**src/hw/rtl/csvt_pkg.sv**
```systemverilog
`default_nettype none

package csvt_pkg;

	localparam logic [1:0] KIND_CHAR      = 2'd0;
	localparam logic [1:0] KIND_FIELD_END = 2'd1;
	localparam logic [1:0] KIND_ROW_END   = 2'd2;

	localparam logic [1:0] QS_UNQUOTED   = 2'd0;
	localparam logic [1:0] QS_QUOTED     = 2'd1;
	localparam logic [1:0] QS_QUOTE_SEEN = 2'd2;

	localparam logic [1:0] PH_EMPTY = 2'd0;
	localparam logic [1:0] PH_ONE   = 2'd1;
	localparam logic [1:0] PH_TWO   = 2'd2;
	localparam logic [1:0] PH_DONE  = 2'd3;

	localparam logic OP_DATA = 1'b0;
	localparam logic OP_END  = 1'b1;

	localparam logic [7:0] CH_LF    = 8'h0A;
	localparam logic [7:0] CH_COMMA = 8'h2C;
	localparam logic [7:0] CH_SEMI  = 8'h3B;
	localparam logic [7:0] CH_QUOTE = 8'h22;
	localparam logic [7:0] BOM_0    = 8'hEF;
	localparam logic [7:0] BOM_1    = 8'hBB;
	localparam logic [7:0] BOM_2    = 8'hBF;

	localparam int LANES = 3;

	typedef struct packed {
		logic [1:0] kind;
		logic [7:0] char_value;
		logic [7:0] field_number;
	} token_t;

endpackage

`default_nettype wire

```
**src/hw/rtl/csvt_byte_parser.sv**
```systemverilog
`default_nettype none

module csvt_byte_parser #(
	parameter int FIELD_INDEX_BITS = 8
) (
	input  wire logic                        en,
	input  wire logic [7:0]                  byte_value,
	input  wire logic [1:0]                  quote_i,
	input  wire logic [FIELD_INDEX_BITS-1:0] count_i,
	input  wire logic                        row_open_i,
	output logic      [1:0]                  quote_o,
	output logic      [FIELD_INDEX_BITS-1:0] count_o,
	output logic                             row_open_o,
	output logic                             emit_o,
	output csvt_pkg::token_t                 token_o
);

	logic                        is_lf;
	logic                        is_sep;
	logic                        is_quote;
	logic [FIELD_INDEX_BITS-1:0] count_next;
	logic [7:0]                  field_num;

	assign is_lf    = (byte_value == csvt_pkg::CH_LF);
	assign is_sep   = (byte_value == csvt_pkg::CH_COMMA) || (byte_value == csvt_pkg::CH_SEMI);
	assign is_quote = (byte_value == csvt_pkg::CH_QUOTE);

	// saturating field index
	assign count_next = (count_i != {FIELD_INDEX_BITS{1'b1}}) ?
		count_i + FIELD_INDEX_BITS'(1) : count_i;

	if (FIELD_INDEX_BITS > 8) begin : g_clamp
		assign field_num = (|count_i[FIELD_INDEX_BITS-1:8]) ? 8'hFF : count_i[7:0];
	end else begin : g_extend
		assign field_num = 8'(count_i);
	end

	always_comb begin
		quote_o                = quote_i;
		count_o                = count_i;
		row_open_o             = row_open_i;
		emit_o                 = 1'b0;
		token_o.kind           = csvt_pkg::KIND_CHAR;
		token_o.char_value     = byte_value;
		token_o.field_number   = field_num;
		if (en) begin
			if (is_lf) begin
				emit_o             = 1'b1;
				token_o.kind       = csvt_pkg::KIND_ROW_END;
				token_o.char_value = 8'h00;
				quote_o            = csvt_pkg::QS_UNQUOTED;
				count_o            = '0;
				row_open_o         = 1'b0;
			end else begin
				row_open_o = 1'b1;
				case (quote_i)
					csvt_pkg::QS_QUOTED: begin
						if (is_quote) begin
							quote_o = csvt_pkg::QS_QUOTE_SEEN;
						end else begin
							emit_o = 1'b1;
						end
					end
					csvt_pkg::QS_QUOTE_SEEN: begin
						if (is_sep) begin
							emit_o             = 1'b1;
							token_o.kind       = csvt_pkg::KIND_FIELD_END;
							token_o.char_value = 8'h00;
							count_o            = count_next;
							quote_o            = csvt_pkg::QS_UNQUOTED;
						end else if (is_quote) begin
							emit_o  = 1'b1;
							quote_o = csvt_pkg::QS_QUOTED;
						end else begin
							// stray char after closing quote is dropped
							quote_o = csvt_pkg::QS_UNQUOTED;
						end
					end
					default: begin
						quote_o = csvt_pkg::QS_UNQUOTED;
						if (is_sep) begin
							emit_o             = 1'b1;
							token_o.kind       = csvt_pkg::KIND_FIELD_END;
							token_o.char_value = 8'h00;
							count_o            = count_next;
						end else if (is_quote) begin
							quote_o = csvt_pkg::QS_QUOTED;
						end else begin
							emit_o = 1'b1;
						end
					end
				endcase
			end
		end
	end

endmodule

`default_nettype wire

```
**src/hw/rtl/csvt_step.sv**
```systemverilog
`default_nettype none

module csvt_step #(
	parameter int FIELD_INDEX_BITS = 8
) (
	input  wire logic                    clk,
	input  wire logic                    arst_n,
	input  wire logic                    advance,
	input  wire logic                    opcode,
	input  wire logic [7:0]              byte_value,
	output logic [csvt_pkg::LANES-1:0]   emit,
	output csvt_pkg::token_t             tokens [csvt_pkg::LANES]
);

	logic [1:0]                  quote_q;
	logic [FIELD_INDEX_BITS-1:0] count_q;
	logic                        row_open_q;
	logic [1:0]                  phase_q;
	logic [15:0]                 mark_buf_q;

	logic [1:0]                  quote_c    [csvt_pkg::LANES+1];
	logic [FIELD_INDEX_BITS-1:0] count_c    [csvt_pkg::LANES+1];
	logic                        row_open_c [csvt_pkg::LANES+1];
	logic [7:0]                  lane_byte  [csvt_pkg::LANES];
	logic [csvt_pkg::LANES-1:0]  lane_en;
	logic                        is_bom;
	logic                        replay;
	logic                        is_end;

	assign is_end = (opcode == csvt_pkg::OP_END);
	assign is_bom = (mark_buf_q == {csvt_pkg::BOM_0, csvt_pkg::BOM_1}) &&
		(byte_value == csvt_pkg::BOM_2);
	assign replay = (phase_q == csvt_pkg::PH_TWO) && !is_bom;

	// lanes 0 and 1 take the held bytes, lane 2 the live byte or the closing row end
	assign lane_byte[0] = mark_buf_q[15:8];
	assign lane_byte[1] = mark_buf_q[7:0];
	assign lane_byte[2] = is_end ? csvt_pkg::CH_LF : byte_value;

	assign lane_en[0] = is_end ?
		((phase_q == csvt_pkg::PH_ONE) || (phase_q == csvt_pkg::PH_TWO)) : replay;
	assign lane_en[1] = is_end ? (phase_q == csvt_pkg::PH_TWO) : replay;
	assign lane_en[2] = is_end ? row_open_c[2] : (replay || (phase_q == csvt_pkg::PH_DONE));

	assign quote_c[0]    = quote_q;
	assign count_c[0]    = count_q;
	assign row_open_c[0] = row_open_q;

	for (genvar i = 0; i < csvt_pkg::LANES; i++) begin : g_lane
		csvt_byte_parser #(
			.FIELD_INDEX_BITS(FIELD_INDEX_BITS)
		) u_parser (
			.en         (lane_en[i]),
			.byte_value (lane_byte[i]),
			.quote_i    (quote_c[i]),
			.count_i    (count_c[i]),
			.row_open_i (row_open_c[i]),
			.quote_o    (quote_c[i+1]),
			.count_o    (count_c[i+1]),
			.row_open_o (row_open_c[i+1]),
			.emit_o     (emit[i]),
			.token_o    (tokens[i])
		);
	end

	always_ff @(posedge clk or negedge arst_n) begin
		if (!arst_n) begin
			quote_q    <= csvt_pkg::QS_UNQUOTED;
			count_q    <= '0;
			row_open_q <= 1'b0;
			phase_q    <= csvt_pkg::PH_EMPTY;
			mark_buf_q <= '0;
		end else if (advance) begin
			if (is_end) begin
				quote_q    <= csvt_pkg::QS_UNQUOTED;
				count_q    <= '0;
				row_open_q <= 1'b0;
				phase_q    <= csvt_pkg::PH_EMPTY;
				mark_buf_q <= '0;
			end else begin
				quote_q    <= quote_c[csvt_pkg::LANES];
				count_q    <= count_c[csvt_pkg::LANES];
				row_open_q <= row_open_c[csvt_pkg::LANES];
				case (phase_q)
					csvt_pkg::PH_EMPTY: begin
						mark_buf_q <= {byte_value, 8'h00};
						phase_q    <= csvt_pkg::PH_ONE;
					end
					csvt_pkg::PH_ONE: begin
						mark_buf_q[7:0] <= byte_value;
						phase_q         <= csvt_pkg::PH_TWO;
					end
					csvt_pkg::PH_TWO: begin
						phase_q <= csvt_pkg::PH_DONE;
					end
					default: begin
						phase_q <= csvt_pkg::PH_DONE;
					end
				endcase
			end
		end
	end

	a_end_resets: assert property (@(posedge clk) disable iff (!arst_n)
		advance && is_end |=> phase_q == csvt_pkg::PH_EMPTY && !row_open_q &&
			quote_q == csvt_pkg::QS_UNQUOTED && count_q == '0)
		else $error("end of stream did not restore idle state");

	a_hold_silent: assert property (@(posedge clk) disable iff (!arst_n)
		advance && !is_end &&
			(phase_q == csvt_pkg::PH_EMPTY || phase_q == csvt_pkg::PH_ONE) |-> emit == '0)
		else $error("held byte produced a token");

	a_bom_silent: assert property (@(posedge clk) disable iff (!arst_n)
		advance && !is_end && phase_q == csvt_pkg::PH_TWO && is_bom |-> emit == '0)
		else $error("byte order mark produced a token");

endmodule

`default_nettype wire

```
**src/hw/rtl/csvt_result_queue.sv**
```systemverilog
`default_nettype none

module csvt_result_queue (
	input  wire logic                       clk,
	input  wire logic                       arst_n,
	input  wire logic                       load,
	input  wire logic [csvt_pkg::LANES-1:0] load_mask,
	input  wire csvt_pkg::token_t           load_tokens [csvt_pkg::LANES],
	output logic                            load_ready,
	output logic                            token_valid,
	input  wire logic                       token_stall,
	output logic      [1:0]                 token_kind,
	output logic      [7:0]                 char_value,
	output logic      [7:0]                 field_number,
	output logic                            last
);

	logic [csvt_pkg::LANES-1:0] mask_q;
	csvt_pkg::token_t           slot_q [csvt_pkg::LANES];
	logic [csvt_pkg::LANES-1:0] head;
	logic [csvt_pkg::LANES-1:0] rest;
	logic                       pop;
	csvt_pkg::token_t           head_tok;

	assign head        = mask_q & ~(mask_q - csvt_pkg::LANES'(1));
	assign rest        = mask_q & ~head;
	assign token_valid = |mask_q;
	assign pop         = token_valid && !token_stall;
	assign last        = (rest == '0);
	assign load_ready  = (mask_q == '0) || (pop && (rest == '0));

	always_comb begin
		head_tok = '0;
		for (int i = 0; i < csvt_pkg::LANES; i++) begin
			if (head[i]) begin
				head_tok = slot_q[i];
			end
		end
	end

	assign token_kind   = head_tok.kind;
	assign char_value   = head_tok.char_value;
	assign field_number = head_tok.field_number;

	always_ff @(posedge clk or negedge arst_n) begin
		if (!arst_n) begin
			mask_q <= '0;
		end else if (load) begin
			mask_q <= load_mask;
		end else if (pop) begin
			mask_q <= rest;
		end
	end

	always_ff @(posedge clk) begin
		if (load) begin
			slot_q <= load_tokens;
		end
	end

	a_load_empty: assert property (@(posedge clk) disable iff (!arst_n)
		load |-> (mask_q == '0) || (pop && $onehot(mask_q)))
		else $error("new tokens loaded over undelivered ones");

	a_pop_one: assert property (@(posedge clk) disable iff (!arst_n)
		pop && !load |=> $countones(mask_q) == $countones($past(mask_q)) - 1)
		else $error("transfer did not retire exactly one token");

endmodule

`default_nettype wire

```
**src/hw/rtl/csv_stream_tokenizer_top.sv**
```systemverilog
// CSV tokenizer: one byte (or end-of-stream mark) per input transfer, giving field
// character, field end and row end tokens with the field index; last marks the final
// token of an item. An input item is taken every cycle while each item gives at most one
// token and the output does not stall; an item that gives more (up to three, on a missing
// byte order mark or at end of stream) stalls the next input while the result queue
// drains one token per cycle unless the output stalls. Each item is registered, then
// loaded into the result queue, which offers its tokens. No clearing pass after reset.
`default_nettype none

module csv_stream_tokenizer_top #(
	parameter int FIELD_INDEX_BITS = 8
) (
	input  wire logic       clk,
	input  wire logic       arst_n,
	input  wire logic       item_valid,
	output logic            item_stall,
	input  wire logic       opcode,
	input  wire logic [7:0] byte_value,
	output logic            token_valid,
	input  wire logic       token_stall,
	output logic      [1:0] token_kind,
	output logic      [7:0] char_value,
	output logic      [7:0] field_number,
	output logic            last
);

	logic                       valid_s1;
	logic                       opcode_s1;
	logic [7:0]                 byte_s1;
	logic                       load_ready;
	logic                       advance;
	logic                       accept;
	logic [csvt_pkg::LANES-1:0] emit;
	csvt_pkg::token_t           tokens [csvt_pkg::LANES];

	assign advance    = valid_s1 && load_ready;
	assign item_stall = valid_s1 && !load_ready;
	assign accept     = item_valid && !item_stall;

	always_ff @(posedge clk or negedge arst_n) begin
		if (!arst_n) begin
			valid_s1 <= 1'b0;
		end else if (accept) begin
			valid_s1 <= 1'b1;
		end else if (advance) begin
			valid_s1 <= 1'b0;
		end
	end

	always_ff @(posedge clk) begin
		if (accept) begin
			opcode_s1 <= opcode;
			byte_s1   <= byte_value;
		end
	end

	csvt_step #(
		.FIELD_INDEX_BITS(FIELD_INDEX_BITS)
	) u_step (
		.clk        (clk),
		.arst_n     (arst_n),
		.advance    (advance),
		.opcode     (opcode_s1),
		.byte_value (byte_s1),
		.emit       (emit),
		.tokens     (tokens)
	);

	csvt_result_queue u_queue (
		.clk          (clk),
		.arst_n       (arst_n),
		.load         (advance),
		.load_mask    (emit),
		.load_tokens  (tokens),
		.load_ready   (load_ready),
		.token_valid  (token_valid),
		.token_stall  (token_stall),
		.token_kind   (token_kind),
		.char_value   (char_value),
		.field_number (field_number),
		.last         (last)
	);

endmodule

`default_nettype wire
```
**config.mk**
```make
export PLATFORM = sky130hd
export DESIGN_NAME = csv_stream_tokenizer_top
export DESIGN_NICKNAME = d
export VERILOG_FILES = /design/src/hw/rtl/csvt_pkg.sv /design/src/hw/rtl/csvt_byte_parser.sv /design/src/hw/rtl/csvt_step.sv /design/src/hw/rtl/csvt_result_queue.sv /design/src/hw/rtl/csv_stream_tokenizer_top.sv
export SDC_FILE = /design/constraint.sdc
export NUM_CORES = 1
export LEC_CHECK = 0
export BUFFER_PORTS_ARGS = -buffer_cell sky130_fd_sc_hd__buf_2
export CAP_MARGIN = 20
export CORE_ASPECT_RATIO = 0.5
export CORE_UTILIZATION = 60
export CTS_CLUSTER_DIAMETER = 30
export DETAILED_ROUTE_END_ITERATION = 6
export PLACE_DENSITY = 0.79
export SYNTH_ARGS = -nofsm -noshare
export SYNTH_HDL_FRONTEND = slang
export SYNTH_SLANG_ARGS = --single-unit
```
**constraint.sdc**
```tcl
create_clock -name clk -period 12.75 [get_ports clk]
set_input_delay 2.55 -clock clk [delete_from_list [all_inputs] [get_ports clk]]
set_output_delay 2.55 -clock clk [all_outputs]
set_load 0.03 [all_outputs]
```
Word level (Yosys, flattened, before mapping)

Index checks and enable logic that the tools add are counted.

Output and inout port bits: 21
Word-level logic and storage cells: 180
Flip-flop bits (word level): 96

Eq/ne operators: 26
Add/subtract/negate cells: 4
Mux-type cells: 91
Bitwise operators: 7
Reduce and logical (&&, ||, !) cells: 30

Operators with widths:

| operator                                       | number |
|---|---|
| two-way mux 8 bit                              | 21 |
| == test 8 x 6 -> 1 bit (second input constant) | 9 |
| two-way mux 18 bit                             | 3 |
| two-way mux 9 bit                              | 6 |
| two-way mux 1 bit                              | 35 |
| two-way mux 10 bit                             | 3 |
| two-way mux 2 bit                              | 15 |
| adder 8 x 1 -> 8 bit (second input constant)   | 3 |
| == test 8 x 4 -> 1 bit (second input constant) | 3 |
| inequality test 8 bit (second input constant)  | 3 |
| == test 16 bit (second input constant)         | 1 |
| two-way mux 16 bit                             | 1 |
| one-hot mux 8 bit (2 select lines)             | 1 |
| OR reduction 3 bit                             | 4 |
| == test 2 bit (second input constant)          | 5 |
| == test 2 x 1 -> 1 bit (second input constant) | 4 |
| == test 8 bit (second input constant)          | 1 |
| logical AND 1 bit                              | 7 |
| AND 3 bit                                      | 2 |
| logical NOT 3 bit                              | 2 |
| logical OR 1 bit                               | 6 |
| two-way mux 3 bit                              | 2 |
| inverter 3 bit                                 | 2 |
| one-hot mux 1 bit (2 select lines)             | 3 |
| other kinds (8)                                | 16 |

Longest topological paths before layout

Gate-level depths: netlist (run 1).

Depth in word-level cells: 19
Mapped depth: 20

Cells and area by module

A second synthesis (run 1) with hierarchy kept.

Cell total of the unflattened synthesis: 586
Area total of the unflattened synthesis: 5,820.6 µm²

Modules (own cells, without submodules):

| module                                            | cells each | instances | area an instance (µm²) | sequential area each (µm²) |
|---|---|---|---|---|
| csvt_result_queue                                 | 155        | 1         | 2,294.7                | 1,696.6 |
| csvt_step                                         | 151        | 1         | 1,493.9                | 725.7 |
| csvt_byte_parser at u_step.g_lane[0].u_parser ... | 87         | 2         | 553.0                  | 0.0 |
| csvt_byte_parser at u_step.g_lane[2].u_parser     | 91         | 1         | 591.8                  | 0.0 |
| csv_stream_tokenizer_top                          | 15         | 1         | 334.1                  | 295.3 |

Worst setup path after synthesis (run 1)

OpenSTA, ideal clock, no wires.

Kind: input -> register
Start: input port token_stall
End: register u_step.mark_buf_q[13]
Library setup time: 125 ps
Setup slack: 7,030 ps
Data required time: 12,625 ps
Cell stages on the path: 7
Arrival time: 5,595 ps
Path through: inv_1 > a21bo_2 > nand2_2 > inv_1 > clkbuf_1 > o21ai_0 > a32o_1

Longest elaborated chain between the ends: 6

Ends and longest elaborated chain:

| element                       | line                           | text |
|---|---|---|
| start, declared               | csv_stream_tokenizer_top.sv:20 | `input wire logic token_stall,` |
| logical NOT 1 bit             | csvt_result_queue.sv:28        | `assign pop = token_valid && !token_stall;` |
| logical AND 1 bit             | csvt_result_queue.sv:28        |  |
| logical AND 1 bit             | csvt_result_queue.sv:30        | `assign load_ready = (mask_q == '0) \|\| (pop && (rest == '0));` |
| logical OR 1 bit              | csvt_result_queue.sv:30        |  |
| logical AND 1 bit             | csv_stream_tokenizer_top.sv:36 | `assign advance = valid_s1 && load_ready;` |
| named net advance             | csv_stream_tokenizer_top.sv:31 | `logic advance;` |
| AND reduction 2 bit (no line) | --                             |  |
| end signal, assigned          | csvt_step.sv:86                | `mark_buf_q <= {byte_value, 8'h00};` |
| end, declared                 | csvt_step.sv:19                | `logic [15:0] mark_buf_q;` |

The timed path passes the listed nets, and every way through them passes these cells.
A chain may end at the register's enable or synchronous reset.

Worst setup path after layout (run 1)

Start: input port token_stall
End: output port item_stall

Longest elaborated chain between the ends: 6

Ends and longest elaborated chain:

| element           | line                           | text |
|---|---|---|
| logical NOT 1 bit | csvt_result_queue.sv:28        |  |
| logical AND 1 bit | csvt_result_queue.sv:28        |  |
| logical AND 1 bit | csvt_result_queue.sv:30        |  |
| logical OR 1 bit  | csvt_result_queue.sv:30        |  |
| logical NOT 1 bit | csv_stream_tokenizer_top.sv:37 | `assign item_stall = valid_s1 && !load_ready;` |
| logical AND 1 bit | csv_stream_tokenizer_top.sv:37 |  |
| end, declared     | csv_stream_tokenizer_top.sv:16 | `output logic item_stall,` |

Every way passes these cells.

==> results of run 1 <==
==> critical path, cell delays in order <==
cell and delay, ps:
sky130_fd_sc_hd__buf_2 110, sky130_fd_sc_hd__inv_1 40, sky130_fd_sc_hd__a21bo_2 220, sky130_fd_sc_hd__inv_1 60, sky130_fd_sc_hd__nand2_1 70, sky130_fd_sc_hd__inv_1 60
sky130_fd_sc_hd__buf_2 180
==> cells in the mapped netlist, types with 4 or more instances <==
cell type | count | area (µm²)
sky130_fd_sc_hd__nand2_1 | 67 | 251
sky130_fd_sc_hd__edfxtp_1 | 63 | 1890
sky130_fd_sc_hd__o21ai_0 | 48 | 240
sky130_fd_sc_hd__dfrtp_1 | 33 | 826
sky130_fd_sc_hd__nor2_1 | 28 | 105
sky130_fd_sc_hd__inv_1 | 27 | 101
sky130_fd_sc_hd__a22oi_1 | 25 | 188
sky130_fd_sc_hd__clkbuf_1 | 21 | 78.8
sky130_fd_sc_hd__a21oi_1 | 16 | 80.1
sky130_fd_sc_hd__nor2b_1 | 13 | 81.3
sky130_fd_sc_hd__nand3_1 | 12 | 60.1
sky130_fd_sc_hd__and2_1 | 11 | 68.8
sky130_fd_sc_hd__ha_1 | 8 | 100
sky130_fd_sc_hd__nand2b_1 | 8 | 50.1
sky130_fd_sc_hd__nor3_1 | 8 | 40.0
sky130_fd_sc_hd__nand4_1 | 7 | 43.8
sky130_fd_sc_hd__a31oi_1 | 6 | 37.5
sky130_fd_sc_hd__nor4_1 | 6 | 37.5
sky130_fd_sc_hd__a22o_1 | 5 | 43.8
sky130_fd_sc_hd__and3_1 | 5 | 31.3
sky130_fd_sc_hd__mux2i_1 | 5 | 50.1
sky130_fd_sc_hd__xor2_1 | 5 | 43.8
sky130_fd_sc_hd__a211oi_1 | 4 | 30.0
sky130_fd_sc_hd__nand4b_1 | 4 | 35.0
sky130_fd_sc_hd__nor4b_1 | 4 | 35.0
sky130_fd_sc_hd__o211ai_1 | 4 | 30.0
sky130_fd_sc_hd__o21a_1 | 4 | 30.0
sky130_fd_sc_hd__xnor2_1 | 4 | 35.0
==> stage by stage <==
| step | setup WS (ps) | util (%) | power, µW | hold slack [ps] | instance area (µm²) |
|---|---|---|---|---|---|
| final | 6910 | 69.1 | 1340 | 511 | 6140 |
| after global routing | 6840 | 69.1 | 1410 | 537 | 6140 |
| after global placement | 6920 | 65.5 | 1050 | 486 | 5820 |
| after detailed placement | 6910 | 65.5 | 1060 | 490 | 5820 |
| after floorplan | 7030 | - | 911 | 441 | 5610 |
| after CTS | 6910 | 68.9 | 1340 | 512 | 6130 |
==> path summary, 6_finish.rpt <==
check                                 startpoint               endpoint  cells after the start
min reg2reg                    u_step.row_open_q      u_step.row_open_q                      1
min                            u_step.row_open_q      u_step.row_open_q                      1
min in group asynchronous                 arst_n      u_step.count_q[0]                      1
max                                  token_stall             item_stall                      7
max in group asynchronous                 arst_n  u_step.mark_buf_q[10]                      1
max reg2reg                u_step.mark_buf_q[15]      u_step.count_q[6]                     18
==> kinds of logic after synthesis <==
group	count (synthesis)	synth area share, %
AO/OA/AOI/OAI	161	21.2
XOR/XNOR	10	1.69
adder cells (fa/ha/maj)	9	1.96
buffers and inverters	53	4.01
flip-flops	96	48.4
multiplexers	8	1.54
AND/OR/NAND/NOR	208	21.2
==> sequential cells by signal, indices dropped and copies added (netlist names) <==
register           flops
byte_s1                8
u_step.count_q         8
valid_s1               1
u_queue.slot_q        54
u_step.mark_buf_q     16
opcode_s1              1
u_step.row_open_q      1
u_queue.mask_q         3
u_step.phase_q         2
u_step.quote_q         2
==> area by class of cell <==
cell class,count,area [µm²],share of cell area [%]
clock buffers,9,225,3.67
repair buffers,37,203,3.30
flip-flops and latches,96,2720,44.2
multi-input cells,396,2670,43.5
inverters,27,101,1.65
well taps,117,146,2.38
clock inverters,7,80.1,1.30
==> per-layer routing <==
| layer | GRT usage [%] | vias to the layer above | part of all wire, % |
|---|---|---|---|
| li1 | - | 2107 | - |
| met1 | 40.7 | 2214 | 47 |
| met2 | 44.6 | 186 | 44 |
| met3 | 5.76 | 40 | 6.2 |
| met4 | 12.2 | 0 | 2.8 |
| met5 | 0 | - | 0 |
==> power groups by stage <==
| stage | clock (µW) | combinational, µW | sequential (µW) |
|---|---|---|---|
| after global placement | 0 | 487 | 559 |
| final | 277 | 513 | 554 |
| after global routing | 290 | 555 | 568 |
| after detailed placement | 0 | 494 | 563 |
| after CTS | 279 | 499 | 558 |
| after floorplan | 0 | 390 | 520 |
==> reports/qor.log, run 1 <==
qor: status.status complete, but fails checks
qor: status.violated_checks DRC
qor: logic_synthesis.syn-num-nets 566
qor: cts.cts_made_buffers 9
qor: timing.fin_worst_skew 10.2 ps
qor: cts.clk_pin_slew 70 ps
qor: final_layout.antennaDiodeCount 0
qor: pwr.swShare 42.5%
qor: logic_synthesis.synth_ff_type sky130_fd_sc_hd__edfxtp_1
qor: die.dieArea 9770 µm²
qor: setup_path.critical_path.startpoint_type input port
qor: grt.grt_first_pass_wirelength 21500 µm
qor: die.die_w 139 µm
qor: die.floorplan.core_area 8890 µm²
qor: timing.period_share 45.8%
qor: hold_path.hold_path_class register to register
qor: timing.relSlewSlack 41.1%
qor: pwr.power_density_relative_to_cell_area 219 nW/µm²
qor: placed_design.gp_routability_congestion 0.981
qor: logic_synthesis.syn-cell-area 5610 µm²
qor: detailed_routing.drt_wl_total 13600 µm
qor: final_layout.fillers 684
qor: cts.clock-sinks 96
qor: setup_path.worstPathArrival 3290 ps
qor: flow_run.drv.max_cap_violation_count 0
qor: die.initial_utilization 63.1%
qor: detailed_routing.ant_nets 0
qor: placed_design.place.detailed.hpwl 9460 µm
qor: cts.cts.root.buffer_cell sky130_fd_sc_hd__clkbuf_16
qor: logic_synthesis.proportion_of_synthesized_chip_area_in_sequential_cells 48.4%
qor: logic_synthesis.syn-mean-instance-area 10.3 µm²
qor: pwr.proportion_of_power_drawn_by_the_clock_network 20.6%
qor: setup_path.worstSetupEndpointType output port
qor: detailed_routing.drtPass1Iterations 7
qor: pwr.power_report.internal_total 773 µW
qor: die.number_of_placement_rows 24
qor: final_layout.post_route_cells_drive_above_1_share 17.1%
qor: setup_path.critical_path_peak_fanout 4
qor: pwr.pwr-share-comb 38.2%
qor: logic_synthesis.synth.yosys.warnings 0
qor: grt.grt_pass1_vias 4059
qor: cts.post-cts-setup-buffers 0
qor: cts.hold_buffers 0
qor: detailed_routing.via_count 4547
qor: grt.globalRouteOverflowTotal 0
qor: pwr.ir_worst_vdd 117 µV
qor: detailed_routing.remaining_drc_errors 4
qor: logic_synthesis.synth-edff-count 63
qor: pwr.seq_power_share 41.2%
qor: setup_path.worst-r2r-setup-slack 7500 ps
qor: timing.fin_crit 5840 ps
qor: pwr.p_switching 571 µW
qor: final_layout.final_common_cell sky130_fd_sc_hd__nand2_1
qor: cts.ctsResizeCount 0
qor: setup_path.worstSetupPathType input port to output port
qor: cts.clock_tree_from_tritoncts done
qor: final_layout.mostFrequentLayoutCells sky130_fd_sc_hd__nand2_1, sky130_fd_sc_hd__edfxtp_1, sky130_fd_sc_hd__o21ai_0, sky130_fd_sc_hd__buf_2, sky130_fd_sc_hd__dfrtp_1
qor: final_layout.design.final.nets 588
qor: logic_synthesis.post_synth_inst_count 545
qor: grt.maximum_number_of_pins_on_one_net_before_global_route_repair 67
qor: pwr.cellLeakagePower 0.00237 µW
qor: placed_design.place_inst 672
qor: final_layout.stdcell_count 689
qor: detailed_routing.detail_route.vias_per_cell 6.60
qor: timing.finalHoldViolCount 0
qor: timing.totalNegativeSetupSlack 0 ps
qor: grt.grt_antenna_before_repair 0
qor: timing.setup_repair_after_global_routing_missed_its_margin no
qor: cts.h-tree-depth 3
qor: setup_path.worst-endpoint-required 10200 ps
qor: detailed_routing.drt-wirelength-per-cell 19.7 µm
qor: die.pin_count 34
qor: placed_design.portBuffers 33
qor: final_layout.area.growth.synth_to_final 9.45%
qor: detailed_routing.drt-initial-drc-count 388
qor: logic_synthesis.synth.ff_latch_count 96
qor: timing.final-max-slew-violation-count 0
qor: timing.f_max 171 MHz
qor: logic_synthesis.postSynth.asyncResetShare 34.4%
qor: die.die_height 70.4 µm
qor: timing.setup_viol 0
qor: cts.clock_path_buffers 2
qor: grt.global_route.usage.total 29.1%
qor: timing.tightestPinTransition 884 ps
qor: logic_synthesis.synthDistinctLibCells 97
qor: cts.worstSkewPairLatency 350 ps
Power figures use the tool's default switching activity.
==> run 2, diff against run 1 <==
--- a/config.mk
+++ b/config.mk
@@ -5,13 +5,14 @@
 export SDC_FILE = /design/constraint.sdc
 export NUM_CORES = 1
 export LEC_CHECK = 0
+export ABC_AREA = 1
 export BUFFER_PORTS_ARGS = -buffer_cell sky130_fd_sc_hd__buf_2
 export CAP_MARGIN = 20
 export CORE_ASPECT_RATIO = 0.5
-export CORE_UTILIZATION = 60
+export CORE_UTILIZATION = 55
 export CTS_CLUSTER_DIAMETER = 30
 export DETAILED_ROUTE_END_ITERATION = 6
-export PLACE_DENSITY = 0.79
+export PLACE_DENSITY = 0.76
 export SYNTH_ARGS = -nofsm -noshare
 export SYNTH_HDL_FRONTEND = slang
 export SYNTH_SLANG_ARGS = --single-unit
==> constraint.sdc (replaced) <==
create_clock -name clk -period 4.7 [get_ports clk]
set_input_delay 0.94 -clock clk [delete_from_list [all_inputs] [get_ports clk]]
set_output_delay 0.94 -clock clk [all_outputs]
set_load 0.03 [all_outputs]
==> run 2 against run 1 <==
Against the previous run:
- the run now ends clean
- utilization decreased by 5.0 points
- register-to-register slack worse by 7000 ps
- design area up 0.51%
- setup slack got worse by 6400 ps
- combinational power rose to 3.0 times the previous value
- power rose to 2.8 times the previous value
- die area up 8.0%
- critical path type is now register to register
- area after synthesis decreased by 0.80%
==> reports/qor.log, run 2 <==
qor: timing.relSlewSlack 24.5% [-17 points]
qor: logic_synthesis.synthMostInstantiatedCell sky130_fd_sc_hd__nand2_1
qor: cts.h-tree-depth 3 [unchanged]
qor: hold_path.hold_path_class register to register
qor: timing.setup_repair_after_global_routing_missed_its_margin no
qor: timing.fin_crit 4150 ps
qor: logic_synthesis.synthDistinctLibCells 42 [-57%]
qor: setup_path.worstSetupPathType register to register
qor: final_layout.top_register u_queue.slot_q
qor: setup_path.critical_path_peak_fanout 12 [+8]
qor: logic_synthesis.ys_top_cells_by_count sky130_fd_sc_hd__nand2_1, sky130_fd_sc_hd__nand3_1, sky130_fd_sc_hd__inv_1, sky130_fd_sc_hd__nor2_1, sky130_fd_sc_hd__edfxtp_1
qor: final_layout.final_common_cell sky130_fd_sc_hd__nand2_1
qor: detailed_routing.drt-initial-drc-count 385 [-0.77%]
qor: die.die_height 73.1 µm [+3.9%]
qor: grt.globalRouteOverflowTotal 0 [unchanged]
qor: pwr.power_density_relative_to_cell_area 606 nW/µm² [+180%]
qor: logic_synthesis.syn-num-nets 699 [+23%]
qor: detailed_routing.ant_nets 0 [unchanged]
qor: detailed_routing.drt-wirelength-per-cell 16.0 µm [-19%]
qor: final_layout.largest_reg_flops 54 [unchanged]
qor: setup_path.worstPathArrival 4410 ps [+1120 ps]
qor: cts.clk_pin_slew 70 ps [about the same]
qor: setup_path.crit_family simple AND/OR/NAND/NOR gates
qor: cts.clock-sinks 96 [unchanged]
qor: final_layout.fillers 861 [+26%]
qor: logic_synthesis.synth.area.top_cells sky130_fd_sc_hd__edfxtp_1, sky130_fd_sc_hd__dfrtp_1, sky130_fd_sc_hd__nand2_1
qor: grt.grt_first_pass_wirelength 22000 µm [+2.6%]
qor: pwr.ir_worst_vdd 372 µV [+220%]
qor: logic_synthesis.synth_ff_type sky130_fd_sc_hd__edfxtp_1
qor: setup_path.worstSetupEndpointType register
qor: placed_design.portBuffers 33 [unchanged]
qor: final_layout.design.final.nets 731 [+24%]
qor: cts.clock_tree_from_tritoncts done
qor: logic_synthesis.syn-mean-instance-area 8.21 µm² [-20%]
qor: detailed_routing.drt_wl_total 13600 µm [+0.22%]
qor: logic_synthesis.proportion_of_synthesized_chip_area_in_sequential_cells 48.8% [+0.39 points]
qor: detailed_routing.remaining_drc_errors 0 [-4]
qor: detailed_routing.via_count 4638 [+2.0%]
qor: grt.global_route.usage.total 28.3% [-0.83 points]
qor: setup_path.worst-endpoint-required 4960 ps [-5240 ps]
qor: detailed_routing.drtPass1Iterations 5 [-2]
qor: cts.clock_path_buffers 2 [unchanged]
qor: cts.post-cts-setup-buffers 0 [unchanged]
qor: setup_path.critical_path.startpoint_type register
qor: timing.setup_viol 0 [unchanged]
qor: final_layout.area.growth.synth_to_final 10.9%
qor: cts.worstSkewPairLatency 350 ps [about the same]
qor: setup_path.crit_chain inv_1, or2_2, nand3_4, nor2_4, nor3_1, ha_1, nand3_1, nor2_2, nand3_2, nand3b_1, nand3_2, nand2_2, ha_1, nand3_1, nor2_2, nand3_2, nand2_2, inv_2, nand4_1, nand3_1, o21ai_1
qor: logic_synthesis.synthDominantCellAreaShare 34.0% [+0.27 points]
qor: die.die_w 144 µm [+4.0%]
qor: die.number_of_placement_rows 25 [+4.2%]
qor: timing.fin_worst_skew 7.67 ps [-2.58 ps]
qor: grt.maximum_number_of_pins_on_one_net_before_global_route_repair 34 [-49%]
qor: cts.hold_buffers 0 [unchanged]
qor: final_layout.mostFrequentLayoutCells sky130_fd_sc_hd__nand2_1, sky130_fd_sc_hd__nand3_1, sky130_fd_sc_hd__inv_1, sky130_fd_sc_hd__nor2_1, sky130_fd_sc_hd__edfxtp_1
qor: timing.finalHoldViolCount 0 [unchanged]
qor: logic_synthesis.syn-cell-area 5570 µm² [-0.80%]
qor: timing.tightestPinTransition 1130 ps [+248 ps]
qor: cts.ctsResizeCount 0 [unchanged]
qor: setup_path.crit_buf_inv 2 [-3]
qor: timing.hold_slack 461 ps [-50.2 ps]
qor: timing.period_share 88.4%
qor: final_layout.post_route_cells_drive_above_1_share 16.9% [-0.21 points]
qor: pwr.power 3740 µW [+180%]
qor: final_layout.antennaDiodeCount 0 [unchanged]
qor: placed_design.place.detailed.hpwl 9990 µm [+5.6%]
qor: logic_synthesis.synth.ff_latch_count 96 [unchanged]
qor: logic_synthesis.postSynth.asyncResetShare 34.4% [unchanged]
qor: setup_path.critical-path-slowest-cell sky130_fd_sc_hd__edfxtp_1
qor: logic_synthesis.post_synth_inst_count 678 [+24%]
qor: status.status completed
qor: pwr.cellLeakagePower 0.00273 µW [+15%]
qor: grt.grt_pass1_vias 4294 [+5.8%]
qor: logic_synthesis.synth.yosys.warnings 0 [unchanged]
qor: cts.cts_made_buffers 9 [unchanged]
qor: die.pin_count 34 [unchanged]
qor: flow_run.drv.max_cap_violation_count 0 [unchanged]
qor: final_layout.reg.largest.list u_queue.slot_q: 54 flops, u_step.mark_buf_q: 16 flops
qor: timing.f_max 241 MHz
qor: grt.grt_antenna_before_repair 0 [unchanged]
qor: timing.totalNegativeSetupSlack 0 ps [unchanged]
qor: die.floorplan.core_area 9630 µm² [+8.4%]
qor: cts.cts.root.buffer_cell sky130_fd_sc_hd__clkbuf_16
qor: die.dieArea 10600 µm² [+8.0%]
qor: detailed_routing.detail_route.vias_per_cell 5.46 [-17%]
qor: logic_synthesis.synth-edff-count 63 [unchanged]
qor: logic_synthesis.yosys.area.top_type sky130_fd_sc_hd__edfxtp_1
qor: timing.final-max-slew-violation-count 0 [unchanged]
qor: setup_path.worst_path_largest_cell_delay 580 ps [+360 ps]
qor: die.initial_utilization 57.8% [-5.4 points]
qor: placed_design.gp_routability_congestion 0.931 [-5.1%]
[run 2: cell count changes after synthesis, moves of 10 or more]
cell,delta
sky130_fd_sc_hd__nor2b_1,-13
sky130_fd_sc_hd__o21ai_0,-18
sky130_fd_sc_hd__nand3_1,+74
sky130_fd_sc_hd__a21oi_1,-12
sky130_fd_sc_hd__a22oi_1,-24
sky130_fd_sc_hd__nand2_1,+110
sky130_fd_sc_hd__and2_1,-11
sky130_fd_sc_hd__nor2_1,+38
sky130_fd_sc_hd__nor2_4,+10
sky130_fd_sc_hd__nand2_2,+16
sky130_fd_sc_hd__inv_1,+50
sky130_fd_sc_hd__inv_2,+10
[run 2: worst reg2reg max path: stages, from the launching register on]
cell                       delay [ps]
sky130_fd_sc_hd__edfxtp_1         580
sky130_fd_sc_hd__inv_1            200
sky130_fd_sc_hd__or2_2            340
sky130_fd_sc_hd__nand3_4          160
sky130_fd_sc_hd__nor2_4            80
sky130_fd_sc_hd__nor3_1           450
sky130_fd_sc_hd__ha_1             250
sky130_fd_sc_hd__nand3_1          100
sky130_fd_sc_hd__nor2_2           140
sky130_fd_sc_hd__nand3_2          250
sky130_fd_sc_hd__nand3b_1         190
sky130_fd_sc_hd__nand3_2          100
sky130_fd_sc_hd__nand2_2          120
sky130_fd_sc_hd__ha_1             200
sky130_fd_sc_hd__nand3_1          100
sky130_fd_sc_hd__nor2_2           210
sky130_fd_sc_hd__nand3_2          140
sky130_fd_sc_hd__nand2_2          110
sky130_fd_sc_hd__inv_2             80
sky130_fd_sc_hd__nand4_1           90
sky130_fd_sc_hd__nand3_1           90
sky130_fd_sc_hd__o21ai_1          110
[run 2: path summary, 6_finish.rpt]
kind | start | endpoint | slack [ps] | depth (start not counted)
worst min-delay path | u_step.count_q[5] | u_queue.slot_q[41] | 460 | 0
max in group asynchronous | arst_n | u_step.count_q[1] | 3440 | 1
worst min register to register | u_step.count_q[5] | u_queue.slot_q[41] | 460 | 0
min in group asynchronous | arst_n | u_step.mark_buf_q[12] | 710 | 1
worst max register to register | opcode_s1 | u_step.count_q[3] | 550 | 21
worst max-delay path | opcode_s1 | u_step.count_q[3] | 550 | 21
[run 2: area by class of cell]
cell class	count	area (µm²)	share of cell area, %
sequential	96	2720	44.0
tap	135	169	2.74
clock inverter	6	66.3	1.07
timing repair buffer	39	210	3.40
inverter	87	327	5.29
clock buffer	10	229	3.71
multi-input combinational	477	2460	39.8
[run 2: kinds of logic after synthesis]
| logic type | count (synthesis) | synth area share [%] |
|---|---|---|
| compound gates | 61 | 6.25 |
| flops | 96 | 48.8 |
| xor+xnor | 4 | 0.629 |
| simple gates | 404 | 35.1 |
| fa+ha+maj | 8 | 1.80 |
| buf+inv | 105 | 7.42 |
[run 2: where the power goes]
group | total [µW] | switching, µW | leakage (µW) | internal, µW
sequential | 1460 | 184 | 0.00106 | 1280
combinational | 1550 | 1130 | 0.00153 | 415
clock | 732 | 318 | 0.000137 | 415
total | 3740 | 1640 | 0.00273 | 2110
[run 2: per-stage QoR]
stage | setup WS, ps | instances | instance area (µm²) | util, %
after floorplan | 896 | 678 | 5570 | -
after global placement | 746 | 834 | 5880 | 61.0
after detailed placement | 612 | 834 | 5880 | 61.0
after CTS | 585 | 850 | 6170 | 64.1
after global routing | 150 | 850 | 6170 | 64.1
final | 547 | 850 | 6170 | 64.1
[run 2: routing by layer]
| metal | up-vias | wire length [µm] | track usage, % |
|---|---|---|---|
| met5 | - | 0 | 0 |
| met4 | 0 | 212 | 7.72 |
| met3 | 19 | 746 | 5.12 |
| met2 | 146 | 5980 | 44.1 |
| met1 | 2179 | 6700 | 40.7 |
| li1 | 2294 | - | - |
==> run 3, diff against run 2 <==
==> constraint.sdc (replaced) <==
create_clock -name clk -period 4.7 [get_ports clk]
set_input_delay 0.47 -clock clk [delete_from_list [all_inputs] [get_ports clk]]
set_output_delay 0.47 -clock clk [all_outputs]
set_load 0.03 [all_outputs]
==> run 3 against run 2 <==
Against the previous run:
- first-iteration DRC count increased by 9.1%
- power up 0.53%
- design area grew 0.16%
- worst hold slack worse by 230 ps
- non-clock buffer count unchanged
- clock skew increased by 2.3 ps
- sequential power barely moved
- critical path depth unchanged
- global-route usage is essentially flat
- routed wire length increased by 0.72%
- critical path type unchanged
- largest cell class unchanged
==> reports/qor.log, run 3 (same netlist as run 2, synthesis figures left out) <==
qor: status.status completed
qor: timing.fin_worst_skew 9.97 ps [+2.30 ps]
qor: grt.globalRoute.busiestLayer met2
qor: placed_design.gp_routability_congestion 0.929 [-0.12%]
qor: setup_path.worst-endpoint-required 4960 ps [about the same]
qor: pwr.ir_worst_vdd 312 µV [-16%]
qor: die.floorplan.core_area 9630 µm² [unchanged]
qor: final_layout.post_route_cells_drive_above_1_share 17.1% [+0.14 points]
qor: setup_path.worstSetupEndpointType register
qor: setup_path.worst_setup_path_startpoint opcode_s1
qor: timing.period_share 89.5% [+1.2 points]
qor: detailed_routing.via_count 4698 [+1.3%]
qor: detailed_routing.ant_nets 0 [unchanged]
qor: cts.ctsResizeCount 0 [unchanged]
qor: timing.setup_viol 0 [unchanged]
qor: final_layout.antennaDiodeCount 0 [unchanged]
qor: grt.grt_met1_use 41.0% [+0.38 points]
qor: grt.grt_first_pass_wirelength 21800 µm [-0.94%]
qor: setup_path.crit_buf_inv 2 [unchanged]
qor: setup_path.critical_path.startpoint_type register
qor: cts.cts.root.buffer_cell sky130_fd_sc_hd__clkbuf_16
qor: cts.worstSkewPairLatency 350 ps [about the same]
qor: detailed_routing.remaining_drc_errors 0 [unchanged]
qor: die.dieArea 10600 µm² [unchanged]
qor: hold_path.hold_path_class input port to asynchronous set/reset pin
qor: detailed_routing.detail_route.vias_per_cell 5.53 [+1.3%]
qor: final_layout.reg.largest.list u_queue.slot_q: 54 flops, u_step.mark_buf_q: 16 flops
qor: setup_path.crit_chain inv_1, or2_2, nand3_4, nor2_4, nor3_1, ha_1, nand3_1, nor2_2, nand3_2, nand3b_1, nand3_2, nand2_2, ha_1, nand3_1, nor2_2, nand3_2, nand2_2, inv_2, nand4_1, nand3_1, o21ai_1
qor: detailed_routing.drtPass1Iterations 5 [unchanged]
qor: timing.fin_crit 4210 ps [+54.1 ps]
qor: cts.clock_tree_from_tritoncts done
qor: grt.global_route.usage.met3 4.66% [-0.46 points]
qor: final_layout.final_common_cell sky130_fd_sc_hd__nand2_1
qor: setup_path.critical_path_peak_fanout 12 [unchanged]
qor: setup_path.worst_path_largest_cell_delay 600 ps [+20 ps]
qor: detailed_routing.drt-initial-drc-count 420 [+9.1%]
qor: final_layout.design.final.nets 731 [unchanged]
qor: timing.f_max 238 MHz [-1.3%]
qor: timing.final-max-slew-violation-count 0 [unchanged]
qor: placed_design.place_inst 834 [unchanged]
qor: final_layout.area.growth.synth_to_final 11.1%
qor: grt.global_route.usage.total 28.3% [about the same]
qor: cts.clock_path_buffers 2 [unchanged]
qor: grt.grt_antenna_before_repair 0 [unchanged]
qor: setup_path.worstPathArrival 4470 ps [+60 ps]
qor: timing.totalNegativeSetupSlack 0 ps [unchanged]
qor: detailed_routing.drt-wirelength-per-cell 16.2 µm [+0.72%]
qor: die.pin_count 34 [unchanged]
qor: final_layout.top_register u_queue.slot_q
qor: timing.setup_repair_after_global_routing_missed_its_margin no
qor: flow_run.drv.max_cap_violation_count 0 [unchanged]
qor: cts.clk_pin_slew 70 ps [about the same]
qor: setup_path.critical-path-slowest-cell sky130_fd_sc_hd__edfxtp_1
qor: placed_design.portBuffers 33 [unchanged]
qor: die.initial_utilization 57.8% [unchanged]
qor: die.number_of_placement_rows 25 [unchanged]
qor: setup_path.worstSetupPathType register to register
qor: detailed_routing.drt_wl_total 13700 µm [+0.72%]
qor: final_layout.stdcell_count 850 [unchanged]
qor: final_layout.postLayoutCellArea 6180 µm² [+0.16%]
qor: pwr.cellLeakagePower 0.00274 µW [+0.21%]
qor: die.die_height 73.1 µm [unchanged]
qor: final_layout.largest_reg_flops 54 [unchanged]
qor: grt.maximum_number_of_pins_on_one_net_before_global_route_repair 34 [unchanged]
qor: timing.tightestPinTransition 1100 ps [-33.4 ps]
qor: cts.post-cts-setup-buffers 0 [unchanged]
qor: timing.finalHoldViolCount 0 [unchanged]
qor: grt.grt_pass1_vias 4218 [-1.8%]
qor: setup_path.crit_family simple AND/OR/NAND/NOR gates
qor: cts.clock-sinks 96 [unchanged]
qor: grt.grt_use_met2 43.5% [-0.59 points]
qor: setup_path.worst_r2r_startpoint opcode_s1
qor: cts.hold_buffers 0 [unchanged]
qor: grt.globalRouteOverflowTotal 0 [unchanged]
qor: placed_design.place.detailed.hpwl 9990 µm [about the same]
qor: cts.h-tree-depth 3 [unchanged]
qor: cts.cts_made_buffers 9 [unchanged]
qor: placed_design.placedInstanceArea 5880 µm² [unchanged]
qor: final_layout.mostFrequentLayoutCells sky130_fd_sc_hd__nand2_1, sky130_fd_sc_hd__nand3_1, sky130_fd_sc_hd__inv_1, sky130_fd_sc_hd__nor2_1, sky130_fd_sc_hd__edfxtp_1
qor: die.die_w 144 µm [unchanged]
qor: pwr.power_density_relative_to_cell_area 609 nW/µm² [+0.37%]
qor: timing.relSlewSlack 26.8% [+2.2 points]
[run 3: area by class of cell]
type	instances	area, µm²
fillers	841	3450
flip-flops and latches	96	2720
multi-input cells	477	2460
inverters	87	327
clock buffers	11	243
repair buffers	39	210
well taps	135	169
clock inverters	5	62.6
[run 3: final timing paths]
kind | slack (ps) | endpoint | depth (start not counted)
setup reg to reg | 490 | u_step.count_q[3] | 21
hold reg to reg | 460 | u_queue.slot_q[41] | 0
setup / recovery | 490 | u_step.count_q[3] | 21
min in group clk | 290 | opcode_s1 | 1
max in group asynchronous | 3910 | u_step.count_q[2] | 1
hold / removal | 230 | u_step.mark_buf_q[12] | 1
[run 3: report_power, final]
part / leakage (µW) / internal (µW) / total (µW) / switching, µW
sequential: 0.00106 / 1280 / 1460 / 180
combinational: 0.00153 / 414 / 1550 / 1130
clock: 0.000143 / 431 / 759 / 328
total: 0.00274 / 2120 / 3760 / 1640
[run 3: routing by layer]
metal  vias to the layer above  wire length (µm)
met5                         -                 0
met1                      2219              6630
met2                       165              6090
met3                        19               784
met4                         0               231
li1                       2295                 -
[run 3: through the flow]
step | utilization (%) | hold WS, ps | setup WS [ps] | power [µW]
6_report | 64.2 | 234 | 493 | 3760
3_5_place_dp | 61.0 | 443 | 599 | 3010
4_1_cts | 64.2 | 252 | 559 | 3770
5_1_grt | 64.2 | 283 | 138 | 4000
2_1_floorplan | - | 174 | 896 | 2560
3_3_place_gp | 61.0 | 429 | 747 | 2970
[run 3: worst reg2reg max path, cell delays in order (launching register included)]
cell and delay, ps:
sky130_fd_sc_hd__edfxtp_1 600, sky130_fd_sc_hd__inv_1 210, sky130_fd_sc_hd__or2_2 350, sky130_fd_sc_hd__nand3_4 150, sky130_fd_sc_hd__nor2_4 80, sky130_fd_sc_hd__nor3_1 440, sky130_fd_sc_hd__ha_1 250, sky130_fd_sc_hd__nand3_1 90
sky130_fd_sc_hd__nor2_2 140, sky130_fd_sc_hd__nand3_2 240, sky130_fd_sc_hd__nand3b_1 190, sky130_fd_sc_hd__nand3_2 100, sky130_fd_sc_hd__nand2_2 120, sky130_fd_sc_hd__ha_1 210, sky130_fd_sc_hd__nand3_1 100, sky130_fd_sc_hd__nor2_2 220
sky130_fd_sc_hd__nand3_2 130, sky130_fd_sc_hd__nand2_2 110, sky130_fd_sc_hd__inv_2 80, sky130_fd_sc_hd__nand4_1 70, sky130_fd_sc_hd__nand3_1 100, sky130_fd_sc_hd__o21ai_1 120
